File: src/swrc_pkg.sv
// ----------------------------------------------------------------------------
// swrc_pkg
// types, codes and the crc-32 byte step for the stop-and-wait receiver
// ----------------------------------------------------------------------------
package swrc_pkg;

    // sequence counter width, 8 to 32
    localparam int SEQ_BITS = 32;

    localparam int OP_W      = 2;
    localparam int TYPE_W    = 3;
    localparam int VERDICT_W = 3;
    localparam int CRC_W     = 32;
    localparam int SEQ_PORT_W = 32;

    localparam int IN_TDATA_W  = 80;
    localparam int OUT_TDATA_W = 72;

    typedef logic [SEQ_BITS-1:0]  seq_t;
    typedef logic [CRC_W-1:0]     crc_t;
    typedef logic [OP_W-1:0]      op_t;
    typedef logic [TYPE_W-1:0]    ptype_t;
    typedef logic [VERDICT_W-1:0] verdict_t;

    localparam crc_t CRC_INIT = 32'hFFFF_FFFF;
    localparam crc_t CRC_POLY = 32'hEDB8_8320;

    // item operations
    localparam op_t OP_BYTE    = 2'd0;
    localparam op_t OP_TRAILER = 2'd1;
    localparam op_t OP_START   = 2'd2;

    // trailer packet types
    localparam ptype_t TYPE_DATA  = 3'd3;
    localparam ptype_t TYPE_END   = 3'd5;
    localparam ptype_t TYPE_ERROR = 3'd6;

    // verdict codes
    localparam verdict_t V_ACCEPTED   = 3'd0;
    localparam verdict_t V_OOO_ACK    = 3'd1;
    localparam verdict_t V_OOO_SILENT = 3'd2;
    localparam verdict_t V_BAD_CRC    = 3'd3;
    localparam verdict_t V_END        = 3'd4;
    localparam verdict_t V_ERROR      = 3'd5;
    localparam verdict_t V_IGNORED    = 3'd6;

    // reflected crc-32, one byte, lsb first
    function automatic crc_t crc_byte(input crc_t crc, input logic [7:0] data);
        crc_t c;
        c = crc ^ {24'd0, data};
        for (int b = 0; b < 8; b++)
        begin
            if (c[0])
            begin
                c = (c >> 1) ^ CRC_POLY;
            end
            else
            begin
                c = c >> 1;
            end
        end
        return c;
    endfunction

endpackage

File: src/stop_and_wait_receiver_crc32_check.sv
// ----------------------------------------------------------------------------
// stop_and_wait_receiver_crc32_check
// receiver side of a stop-and-wait transfer with a crc-32 packet check
// ----------------------------------------------------------------------------
//
//  channel   dir   tuser (low bit up)   tdata (low bit up)
//  s_axis    in    operation[1:0]       data_byte[7:0], packet_type[10:8],
//                                       sequence_req[42:11], sent_crc[74:43],
//                                       zero pad[79:75]
//  m_axis    out   verdict[2:0]         ack_flag[0], ack_sequence[32:1],
//                                       commit_payload[33], session_over[34],
//                                       computed_crc[66:35], zero pad[71:67]
//
//  one item per cycle sustained while no trailer waits on the result slot; an
//  accepted item lands in the input register and, when it advances, is folded
//  into the session state, and a trailer's verdict is loaded into the result
//  register on that same edge, from where m_axis shows it
//  the bytewise crc step and the verdict compare sit between the input and
//  result registers; while m_axis stalls, byte, start and unused items keep
//  flowing, and a trailer waits in the input register, holding s_axis off,
//  until the result slot frees
//  rst_n clears the valid flags, the crc accumulator to all ones, the expected
//  sequence to zero and the closed flag
//
module stop_and_wait_receiver_crc32_check
(
    input  logic                                  clk,
    input  logic                                  rst_n,

    input  logic                                  s_axis_tvalid,
    output logic                                  s_axis_tready,
    // data_byte, packet_type, sequence_req, sent_crc, zero pad
    input  logic [swrc_pkg::IN_TDATA_W-1:0]       s_axis_tdata,
    // operation
    input  logic [swrc_pkg::OP_W-1:0]             s_axis_tuser,

    output logic                                  m_axis_tvalid,
    input  logic                                  m_axis_tready,
    // ack_flag, ack_sequence, commit_payload, session_over, computed_crc, pad
    output logic [swrc_pkg::OUT_TDATA_W-1:0]      m_axis_tdata,
    // verdict
    output logic [swrc_pkg::VERDICT_W-1:0]        m_axis_tuser
);

    // input register
    logic                    in_valid_reg, in_valid_next;
    swrc_pkg::op_t           in_op_reg;
    logic [7:0]              in_byte_reg;
    swrc_pkg::ptype_t        in_type_reg;
    logic [swrc_pkg::SEQ_PORT_W-1:0] in_seq_reg;
    swrc_pkg::crc_t          in_sent_reg;

    // session state
    swrc_pkg::crc_t          crc_reg, crc_next;
    swrc_pkg::seq_t          expected_reg, expected_next;
    logic                    closed_reg, closed_next;

    // result register
    logic                    out_valid_reg, out_valid_next;
    swrc_pkg::verdict_t      verdict_reg, verdict_next;
    logic                    ack_reg, ack_next;
    logic [swrc_pkg::SEQ_PORT_W-1:0] ack_seq_reg, ack_seq_next;
    logic                    commit_reg, commit_next;
    logic                    over_reg, over_next;
    swrc_pkg::crc_t          final_crc_reg, final_crc_next;

    logic                    in_accept;
    logic                    out_free;
    logic                    is_trailer;
    logic                    advance;
    swrc_pkg::seq_t          seq;

    assign in_accept  = s_axis_tvalid && s_axis_tready;
    assign out_free   = !out_valid_reg || m_axis_tready;
    assign is_trailer = (in_op_reg == swrc_pkg::OP_TRAILER);
    // a trailer leaves only when the result slot is free
    assign advance    = in_valid_reg && (!is_trailer || out_free);
    assign s_axis_tready = !in_valid_reg || advance;
    assign seq        = in_seq_reg[swrc_pkg::SEQ_BITS-1:0];

    assign in_valid_next = in_accept || (in_valid_reg && !advance);

    always_comb
    begin
        crc_next       = crc_reg;
        expected_next  = expected_reg;
        closed_next    = closed_reg;
        verdict_next   = swrc_pkg::V_IGNORED;
        ack_next       = 1'b0;
        ack_seq_next   = '0;
        commit_next    = 1'b0;
        final_crc_next = ~crc_reg;

        if (advance)
        begin
            case (in_op_reg)
                swrc_pkg::OP_BYTE:
                begin
                    crc_next = swrc_pkg::crc_byte(crc_reg, in_byte_reg);
                end
                swrc_pkg::OP_START:
                begin
                    crc_next      = swrc_pkg::CRC_INIT;
                    expected_next = '0;
                    closed_next   = 1'b0;
                end
                swrc_pkg::OP_TRAILER:
                begin
                    crc_next = swrc_pkg::CRC_INIT;
                    if (closed_reg)
                    begin
                        verdict_next = swrc_pkg::V_IGNORED;
                    end
                    else if (in_type_reg == swrc_pkg::TYPE_ERROR)
                    begin
                        verdict_next = swrc_pkg::V_ERROR;
                        closed_next  = 1'b1;
                    end
                    else if (in_type_reg == swrc_pkg::TYPE_END)
                    begin
                        // end is acked without a crc check
                        verdict_next = swrc_pkg::V_END;
                        ack_next     = 1'b1;
                        ack_seq_next = swrc_pkg::SEQ_PORT_W'(seq);
                        closed_next  = 1'b1;
                    end
                    else if (in_type_reg == swrc_pkg::TYPE_DATA)
                    begin
                        if (in_sent_reg != ~crc_reg)
                        begin
                            verdict_next = swrc_pkg::V_BAD_CRC;
                        end
                        else if (seq == expected_reg)
                        begin
                            verdict_next  = swrc_pkg::V_ACCEPTED;
                            ack_next      = 1'b1;
                            ack_seq_next  = swrc_pkg::SEQ_PORT_W'(seq);
                            commit_next   = 1'b1;
                            expected_next = expected_reg + 1'b1;
                        end
                        else if (expected_reg != '0)
                        begin
                            // re-ack the last packet taken in order
                            verdict_next = swrc_pkg::V_OOO_ACK;
                            ack_next     = 1'b1;
                            ack_seq_next = swrc_pkg::SEQ_PORT_W'(expected_reg - 1'b1);
                        end
                        else
                        begin
                            verdict_next = swrc_pkg::V_OOO_SILENT;
                        end
                    end
                end
                default:
                begin
                    // unused operation, no effect
                end
            endcase
        end
    end

    assign over_next      = closed_next;
    assign out_valid_next = (out_valid_reg && !m_axis_tready) || (advance && is_trailer);

    // control and session state
    always_ff @(posedge clk or negedge rst_n)
    begin
        if (!rst_n)
        begin
            in_valid_reg  <= 1'b0;
            out_valid_reg <= 1'b0;
            crc_reg       <= swrc_pkg::CRC_INIT;
            expected_reg  <= '0;
            closed_reg    <= 1'b0;
        end
        else
        begin
            in_valid_reg  <= in_valid_next;
            out_valid_reg <= out_valid_next;
            crc_reg       <= crc_next;
            expected_reg  <= expected_next;
            closed_reg    <= closed_next;
        end
    end

    // input payload
    always_ff @(posedge clk)
    begin
        if (in_accept)
        begin
            in_op_reg   <= s_axis_tuser;
            in_byte_reg <= s_axis_tdata[7:0];
            in_type_reg <= s_axis_tdata[10:8];
            in_seq_reg  <= s_axis_tdata[42:11];
            in_sent_reg <= s_axis_tdata[74:43];
        end
    end

    // result payload
    always_ff @(posedge clk)
    begin
        if (advance && is_trailer)
        begin
            verdict_reg   <= verdict_next;
            ack_reg       <= ack_next;
            ack_seq_reg   <= ack_seq_next;
            commit_reg    <= commit_next;
            over_reg      <= over_next;
            final_crc_reg <= final_crc_next;
        end
    end

    assign m_axis_tvalid = out_valid_reg;
    assign m_axis_tuser  = verdict_reg;
    assign m_axis_tdata  = {5'd0, final_crc_reg, over_reg, commit_reg, ack_seq_reg, ack_reg};

endmodule

File: config.mk
export PLATFORM = sky130hd
export DESIGN_NAME = stop_and_wait_receiver_crc32_check
export DESIGN_NICKNAME = d
export VERILOG_FILES = /design/src/swrc_pkg.sv /design/src/stop_and_wait_receiver_crc32_check.sv
export SDC_FILE = /design/constraint.sdc
export NUM_CORES = 1
export LEC_CHECK = 0
export ABC_AREA = 0
export BUFFER_PORTS_ARGS = -buffer_cell sky130_fd_sc_hd__buf_2
export CORE_UTILIZATION = 29
export CTS_CLUSTER_DIAMETER = 80
export DETAILED_ROUTE_END_ITERATION = 16
export MAX_ROUTING_LAYER = met4
export PLACE_DENSITY = 0.48
export SLEW_MARGIN = 20
export SYNTH_ARGS = -nofsm -noshare
export SYNTH_HDL_FRONTEND = slang
export SYNTH_SLANG_ARGS = --single-unit
export TNS_END_PERCENT = 1
File: constraint.sdc
create_clock -name clk -period 5.4 [get_ports clk]
set_input_delay 0.27 -clock clk [delete_from_list [all_inputs] [get_ports clk]]
set_output_delay 0.27 -clock clk [all_outputs]
set_load 0.01 [all_outputs]
# Word-level counts from Yosys, hierarchy flattened
# Cells that the tools add are included.
[word_totals] regBits=214 latch_bits=0 ram_bits=0 romBits=0 input_bits=86 output_inout_bits=77 word_cells=123 mem_count=0
[classes] add_sub_neg=2 n_mul=0 n_div=0 n_lt_le_gt_ge=0 eq_ne=13 shift=0 muxes=52 bitwise=13 reduce_logical=26
[ops] op="$mux W32" n=33
[ops] op="$pmux W32 S2" n=2
[ops] op="$not A13 Y14" n=8
[ops] op="$add A32 B1 Y32 const B" n=1
[ops] op="$eq A32 B32 Y1" n=1
[ops] op="$ne A32 B32 Y1" n=1
[ops] op="$not A32 Y32" n=1
[ops] op="$reduce_bool A32 Y1" n=1
[ops] op="$sub A32 B1 Y32 const B" n=1
[ops] op="$xor A32 B8 Y32" n=1
[ops] op="$mux W2" n=6
[ops] op="$mux W1" n=10
[ops] op="$ne A2 B2 Y1 const B" n=4
[ops] op="$reduce_and A8 Y1" n=1
[ops] op="$reduce_or A7 Y1" n=1
[ops] op="$eq A3 B3 Y1 const B" n=2
[ops] op="$reduce_or A6 Y1" n=1
[ops] op="$logic_and A1 B1 Y1" n=5
[ops] op="$logic_not A1 Y1" n=5
[ops] op="$logic_or A1 B1 Y1" n=5
[ops] op="$ne A2 B1 Y1 const B" n=2
[ops] op="$reduce_bool A2 Y1" n=2
[ops] op="$reduce_or A4 Y1" n=1
[ops] op="$eq A3 B2 Y1 const B" n=1
[ops] op="other kinds (8)" n=10

# Longest topological paths before layout
# Gate-level depths: netlist of the first run.
[depth] depth_word=32 mapped_depth=11 depth_no_buf=9

# Worst setup path after synthesis of the first run
# Ideal clock, no wire load.
[synth_path] path_type="reg2reg" from="register in_op_reg[1]" to="register ack_reg (enable)" setup_time_ns=0.498 t_arrival_ns=3.803 required_ns=4.902 setup_slack_ns=1.098 stages_incl_launch_ff=6 n_path_buf=1 synth_period_minus_slack_ns=4.302 cell_sequence="edfxtp_1 > inv_1 > ha_1 > buf_2 > nand2_1 > nor2_1"
[synth_between] elab_chain_len=5
[synth_rtl] item="start: declaration" line="stop_and_wait_receiver_crc32_check.sv:47" rtl="swrc_pkg::op_t in_op_reg;"
[synth_rtl] item="start signal: assignment" line="stop_and_wait_receiver_crc32_check.sv:191" rtl="in_op_reg <= s_axis_tuser;"
[synth_rtl] item="$eq A2 B1 Y1 *" line="stop_and_wait_receiver_crc32_check.sv:75" rtl="assign is_trailer = (in_op_reg == swrc_pkg::OP_TRAILER);"
[synth_rtl] item="$logic_not A1 Y1" line="stop_and_wait_receiver_crc32_check.sv:77" rtl="assign advance = in_valid_reg && (!is_trailer || out_free);"
[synth_rtl] item="$logic_or A1 B1 Y1" line="stop_and_wait_receiver_crc32_check.sv:77"
[synth_rtl] item="$logic_and A1 B1 Y1" line="stop_and_wait_receiver_crc32_check.sv:77"
[synth_rtl] item="$logic_and A1 B1 Y1 *" line="stop_and_wait_receiver_crc32_check.sv:202" rtl="if (advance && is_trailer)"
[synth_rtl] item="end signal: assignment" line="stop_and_wait_receiver_crc32_check.sv:205" rtl="ack_reg <= ack_next;"
[synth_rtl] item="end: declaration" line="stop_and_wait_receiver_crc32_check.sv:61" rtl="logic ack_reg, ack_next;"
# Mark *: on every way between the ends. The rest lies on a longest branch, timed or not.
# A chain may end at the register's enable or synchronous reset.

# Final worst setup path of the first run
[layout_path] from="register in_op_reg[1]" to="register expected_reg[29]"
[layout_between] elab_chain_len=5 word_cells_on_any_way=14 cone_classes="eq/ne: 8; mux: 1; reduce/logical: 5"
[layout_rtl] item="$eq A2 B1 Y1" line="stop_and_wait_receiver_crc32_check.sv:75, stop_and_wait_receiver_crc32_check.sv:96"
[layout_rtl] item="$logic_not A1 Y1" line="stop_and_wait_receiver_crc32_check.sv:77"
[layout_rtl] item="$logic_or A1 B1 Y1" line="stop_and_wait_receiver_crc32_check.sv:77"
[layout_rtl] item="$logic_and A1 B1 Y1" line="stop_and_wait_receiver_crc32_check.sv:77"
[layout_rtl] item="$reduce_and A8 Y1 (no line)"
[layout_rtl] item="end signal: assignment" line="stop_and_wait_receiver_crc32_check.sv:181" rtl="expected_reg <= expected_next;"
[layout_rtl] item="end: declaration" line="stop_and_wait_receiver_crc32_check.sv:55" rtl="swrc_pkg::seq_t expected_reg, expected_next;"
# Several ways; a longest one is shown, not always the timed one.

==> results of run 1 <==
layer usage:
layer / track usage, % / wire [µm]
met5: - / 0
met4: 5.189 / 886
met3: 2.412 / 971
met2: 26.85 / 14010
met1: 18.77 / 12050
power by group:
part / internal (mW) / total [mW] / switching [mW]
registers: 2.02 / 2.19 / 0.172
clock network: 1.09 / 1.83 / 0.737
logic: 0.701 / 1.47 / 0.766
total: 3.81 / 5.49 / 1.68
synthesized netlist by cell type, types with 2 or more instances:
cell type,instances,area (µm²)
edfxtp_1,147,4414
xnor2_1,102,893.4
xor2_1,69,604.3
nor2_1,54,202.7
inv_1,41,153.9
dfrtp_1,35,875.8
dfstp_2,32,840.8
nand2_1,31,116.4
nand4_1,28,175.2
clkbuf_1,27,101.4
o22a_1,26,227.7
a21oi_1,20,100.1
nor3_1,16,80.08
buf_2,15,75.07
or3_1,15,93.84
nand3_1,14,70.07
o21ai_0,14,70.07
buf_4,11,82.58
and3_1,10,62.56
nor4_1,10,62.56
o2bb2ai_2,10,150.1
a22oi_2,9,112.6
o2bb2ai_1,8,70.07
a31oi_1,6,37.54
and4_1,6,52.55
ha_1,6,75.07
a22oi_1,5,37.54
and2_1,5,31.28
or4_1,5,37.54
buf_6,4,45.04
nand2b_1,4,25.02
a31o_2,3,26.28
nand3b_1,3,22.52
or2_2,3,18.77
mux2i_1,2,20.02
nor2b_1,2,12.51
o31ai_1,2,15.01
or3_4,2,22.52
how the worst max path moves through the flow:
| stage | start | endpoint | slack [ns] | depth (start not counted) |
|---|---|---|---|---|
| after CTS | crc_reg[14]$_DFFE_PN1P_ | ack_seq_reg[15]$_SDFFCE_PP0P_ | 2.06 | 7 |
| after global placement | crc_reg[14]$_DFFE_PN1P_ | ack_seq_reg[3]$_SDFFCE_PP0P_ | 2.13 | 7 |
| after detailed placement | crc_reg[21]$_DFFE_PN1P_ | ack_seq_reg[15]$_SDFFCE_PP0P_ | 2.11 | 7 |
| after global routing | in_op_reg[1]$_DFFE_PP_ | expected_reg[29]$_DFFE_PN0P_ | 1.79 | 8 |
| final | in_op_reg[1]$_DFFE_PP_ | expected_reg[29]$_DFFE_PN0P_ | 2.05 | 8 |
| after floorplan | in_op_reg[1]$_DFFE_PP_ | ack_reg$_SDFFCE_PP0P_ | 1.10 | 5 |
area by class of cell:
| type | count | area share, % |
|---|---|---|
| multi-input combinational | 521 | 28.99 |
| inverter | 41 | 1.160 |
| tap | 461 | 4.349 |
| sequential | 214 | 46.23 |
| clock buffer | 31 | 5.359 |
| timing repair buffer | 241 | 12.51 |
| clock inverter | 19 | 1.406 |
logic make-up after synthesis:
logic type / share of synthesized area, %
other: 0.03594
multiplexers: 0.1919
AO/OA/AOI/OAI: 9.017
AND/OR/NAND/NOR: 12.11
flip-flops: 58.75
buffers and inverters: 4.664
adder cells (fa/ha/maj): 0.7194
XOR/XNOR: 14.51
timing repair:
item | 4_1_cts | 5_1_grt
hold endpoints to repair | 89 | 0
setup endpoints to repair | 0 | 0
hold buffers | 79 | 0
resized for setup | 0 | 0
worst max-delay path, stage by stage (launching register included):
cell,delay [ns]
edfxtp_1,0.42
inv_1,0.08
ha_1,0.40
o21bai_1,0.20
a2111oi_4,0.65
and3_1,0.51
nand4_2,0.34
or4_1,0.50
a21oi_1,0.15
through the flow:
stage | instance area (µm²) | total power [mW]
2_1_floorplan | 10450 | 3.260
3_3_place_gp | 11550 | 3.660
3_5_place_dp | 11570 | 3.665
4_1_cts | 13260 | 5.577
5_1_grt | 13260 | 5.770
6_report | 13260 | 5.488
cell usage in the layout (no fill, tap or decap), types with 14 or more instances in the layout:
cell / netlist / final
a21oi_1: 20 / 20
buf_2: 15 / 152
clkbuf_16: 0 / 27
dfrtp_1: 35 / 35
dfstp_2: 32 / 32
dlygate4sd3_1: 0 / 79
edfxtp_1: 147 / 147
inv_1: 41 / 41
nand2_1: 31 / 31
nand3_1: 14 / 14
nand4_1: 28 / 28
nor2_1: 54 / 52
nor3_1: 16 / 16
o21ai_0: 14 / 14
o22a_1: 26 / 26
or3_1: 15 / 15
xnor2_1: 102 / 102
xor2_1: 69 / 69
==> impl_metrics.toml, run 1 <==
[drt]
vias = 6968
drt_iter0_drc = 331
wl_um = 27920
wl_per_cell_um = 18.27
first_pass_iters = 5
viasPerCell = 4.560
remaining_drc_errors = 0
antenna_left = 0

[pwr]
max-vdd-ir-drop_uv = 299.1
leakage_nw = 5.246
powerDensity_nw_per_um2 = 413.8

[setup_path]
reg2reg_depth = 8
r2r_start = "in_op_reg[1]$_DFFE_PP_"
rrSetupSlack_ns = 2.05
start_kind = "register"
r2r-end = "expected_reg[29]$_DFFE_PN0P_"
cp.arrival_ns = 3.82
cp.required_ns = 5.88
endpoint_kind = "register"
worst-setup-path-type = "reg2reg"
worstPathMaxFanout = 14

[placed_design]
post-place-ws_ns = 2.114
io_buffer_count = 152
routabilityCongestion = 0.8124
hpwlAfterDp_um = 19250
post-place-cells = 1399

[synth]
avgSynthCellArea_um2 = 12.54
synthCells = 832
ys_seq_area_share_pct = 58.75
synthFlopType = "edfxtp_1"
synthesis.area_um2 = 10440
ys_seq_elements = 214
synth_edf_count = 147
async_flop_share_pct = 31.31
yosys_warnings = 0
synth_cell_types = 68

[sta]
finalHoldViolations = 0
fmax_mhz = 298.7
drv_slew = 0
setup_ws_ns = 2.053
fin_crit_ns = 3.348
tightest_slew_ns = 1.003
tns_ns = 0
fin_crit_sh_pct = 61.99
holdWs_ns = 0.1578
timing.slew.headroom_pct = 32.97
rsz0062_at_grt = "no"
finalClockSkew_ns = 0.02548
finalSetupViolCount = 0

[global_route]
grt_pass1_wl_um = 41590
grt_start_max_net_pins = 68
grt-ovfl-total = 0
grt_use_total_pct = 15.68
antenna_found_initial = 0
grt_pass1_vias = 7105

[min_path]
hp-class = "in2reg"
hold_depth = 3
hold_path.startpoint = "m_axis_tready"
hold_end = "m_axis_tvalid$_DFF_PN0_"

[floorplanning]
rows = 69
start_util_pct = 29.41
design.portCount = 163
dieArea_um2 = 36750
core_area_um2 = 35480
die_y_um = 191.7
dieWidth_um = 191.7

[finish]
multiInputGateArea_um2 = 3845
regArea_um2 = 6131
final_util_pct = 37.38
n_antenna_cell = 0
nets = 1138
drive_gt1_share_pct = 26.52
synthToLayoutAreaGrowth_pct = 27.10
stdcell_count = 1528
num-fill-cells = 3451

[clock_network]
cts_tree = "yes"
root_buffer = "clkbuf_16"
cts_buffers = 27
cts_sinks = 214
clockBufferDepth = 3
htreeDepth = 1
post-cts-setup-buffer-count = 0
cts.clk_slew.worst_paths_ns = 0.06
clock_latency_ns = 0.57

[outcome]
outcome = "complete, no violations"

[flow_run]
cap_viol_max_count = 0
(Power assumes the default switching activity.)
==> inputs of run 2 (changes only) <==
- clock period: 5.4 -> 3.4 ns (I/O delays scaled with it)
==> run 2 against run 1 <==
Effect of this change: global-route usage up 0.53 points; critical endpoint is now ack_seq_reg[0]$_SDFFCE_PP0P_; wire length up 2.0%; highest routed layer unchanged; worst hold slack worse by 0.085 ns.
==> impl_metrics.toml, run 2 (synthesis gave the netlist of run 1 again) <==
[outcome]
outcome = "complete, no violations"

[pwr]
internal_power_mw = 6.206
leakage_nw = 5.363
power_frac_seq_pct = 39.1
max-vdd-ir-drop_uv = 401.2
powerDensity_nw_per_um2 = 658.8
switching_power_mw = 2.668
p_clk_share_pct = 34.2
comb_power_share_pct = 26.7
p_sw_share_pct = 30.06

[placed_design]
io_buffer_count = 152
routabilityCongestion = 0.8203
hpwlAfterDp_um = 19810

[clock_network]
root_buffer = "clkbuf_16"
clock_latency_ns = 0.56
cts_sinks = 214
clockBufferDepth = 3
cts_tree = "yes"
htreeDepth = 1
post_cts_resized = 0
cts.clk_slew.worst_paths_ns = 0.06
cts_buffers = 27

[sta]
fin_crit_sh_pct = 87.77
finalHoldViolations = 0
tightest_slew_ns = 0.8494
fin_crit_ns = 2.984
rsz0062_at_grt = "no"
drv_slew = 0
timing.slew.headroom_pct = 42.96
finalClockSkew_ns = 0.01521
tns_ns = 0
fmax_mhz = 335.1
finalSetupViolCount = 0
holdWs_ns = 0.07275

[drt]
wl_per_cell_um = 18.39
vias = 7001
viasPerCell = 4.523
drt_iter0_drc = 382
antenna_left = 0
first_pass_iters = 4
remaining_drc_errors = 0
wl_um = 28470

[floorplanning]
design.portCount = 163
dieWidth_um = 191.7
start_util_pct = 29.41
dieArea_um2 = 36750
die_y_um = 191.7
core_area_um2 = 35480
rows = 69

[min_path]
hold_depth = 3
hold_end = "m_axis_tvalid$_DFF_PN0_"
hp-class = "in2reg"
hold_path.startpoint = "m_axis_tready"

[setup_path]
cp.required_ns = 3.80
endpoint_kind = "register"
reg2reg_depth = 7
r2r-end = "ack_seq_reg[0]$_SDFFCE_PP0P_"
critPathBufInv = 0
worst-setup-path-type = "reg2reg"
cp.arrival_ns = 3.39
rrSetupSlack_ns = 0.42
crit_chain = "xor2_1 > nand4_1 > nor4_2 > and4_1 > and3_4 > nand3_4 > o2bb2ai_1"
cpPeakStageDelay_ns = 0.60
crit_family = "simple AND/OR/NAND/NOR gates"
slowest_stage = "dfstp_2"
start_kind = "register"
worstPathMaxFanout = 17
r2r_start = "crc_reg[14]$_DFFE_PN1P_"

[global_route]
grt_pass1_vias = 7207
grt_pass1_wl_um = 43310
grt_use_total_pct = 16.21
antenna_found_initial = 0
grt-ovfl-total = 0
grt_start_max_net_pins = 71

[finish]
final_util_pct = 37.96
mostFrequentLayoutCells = "buf_2, edfxtp_1, xnor2_1"
nets = 1158
final_common_cell = "buf_2"
synthToLayoutAreaGrowth_pct = 29.08
drive_gt1_share_pct = 27.78
n_antenna_cell = 0

[flow_run]
cap_viol_max_count = 0
-- run 2: worst max-delay path by stage --
stage          cells after the start                             to  slack [ns]               startpoint
2_1_floorplan                      4       in_byte_reg[0]$_DFFE_PP_        0.20   in_op_reg[0]$_DFFE_PP_
3_3_place_gp                       7   ack_seq_reg[0]$_SDFFCE_PP0P_        0.44  crc_reg[14]$_DFFE_PN1P_
3_5_place_dp                       7  ack_seq_reg[10]$_SDFFCE_PP0P_        0.40  crc_reg[12]$_DFFE_PN1P_
4_1_cts                            7  ack_seq_reg[10]$_SDFFCE_PP0P_        0.38  crc_reg[12]$_DFFE_PN1P_
5_1_grt                            7  ack_seq_reg[10]$_SDFFCE_PP0P_        0.29  crc_reg[12]$_DFFE_PN1P_
6_report                           7   ack_seq_reg[0]$_SDFFCE_PP0P_        0.42  crc_reg[14]$_DFFE_PN1P_
-- run 2: cell type report --
| class | count | area (µm²) |
|---|---|---|
| tap | 461 | 576.8 |
| timing repair buffer | 261 | 1814 |
| clock buffer | 36 | 780.7 |
| multi-input combinational | 521 | 3845 |
| sequential | 214 | 6131 |
| inverter | 41 | 153.9 |
| fill | 3477 | 22010 |
| clock inverter | 14 | 167.7 |
-- run 2: tightest hold or removal path, stage by stage --
cell,delay (ns)
buf_2,0.09
nor2b_1,0.14
nand2b_1,0.18
-- run 2: metal layers --
metal / GRT usage, % / wire (µm) / vias to the layer above
met1: 19.55 / 12290 / 3359
met3: 2.284 / 1015 / 47
li1: - / - / 3426
met4: 4.365 / 746 / 0
met5: - / 0 / -
met2: 28.19 / 14420 / 169
-- run 2: power groups by stage --
stage | logic (mW) | registers [mW] | clock network, mW
6_report | 2.37 | 3.47 | 3.03
4_1_cts | 2.42 | 3.49 | 3.11
3_5_place_dp | 2.32 | 3.53 | 0
3_3_place_gp | 2.33 | 3.53 | 0
5_1_grt | 2.62 | 3.52 | 3.21
2_1_floorplan | 1.72 | 3.46 | 0
-- run 2: repair_timing --
| item | in CTS | in global routing |
|---|---|---|
| setup buffers | 0 | 0 |
| endpoints found under the hold margin | 96 | 0 |
| hold buffers | 79 | 0 |
| endpoints found under the setup margin | 0 | 0 |
-- run 2: stage by stage --
stage / power [mW] / setup slack, ns / instance area (µm²) / std cells
final: 8.874 / 0.4160 / 13470 / 1548
after global routing: 9.347 / 0.2868 / 13470 / 1548
after CTS: 9.020 / 0.3839 / 13470 / 1548
after detailed placement: 5.855 / 0.4015 / 11730 / 1419
after global placement: 5.858 / 0.4414 / 11730 / 1419
after floorplan: 5.176 / 0.1978 / 10450 / 836
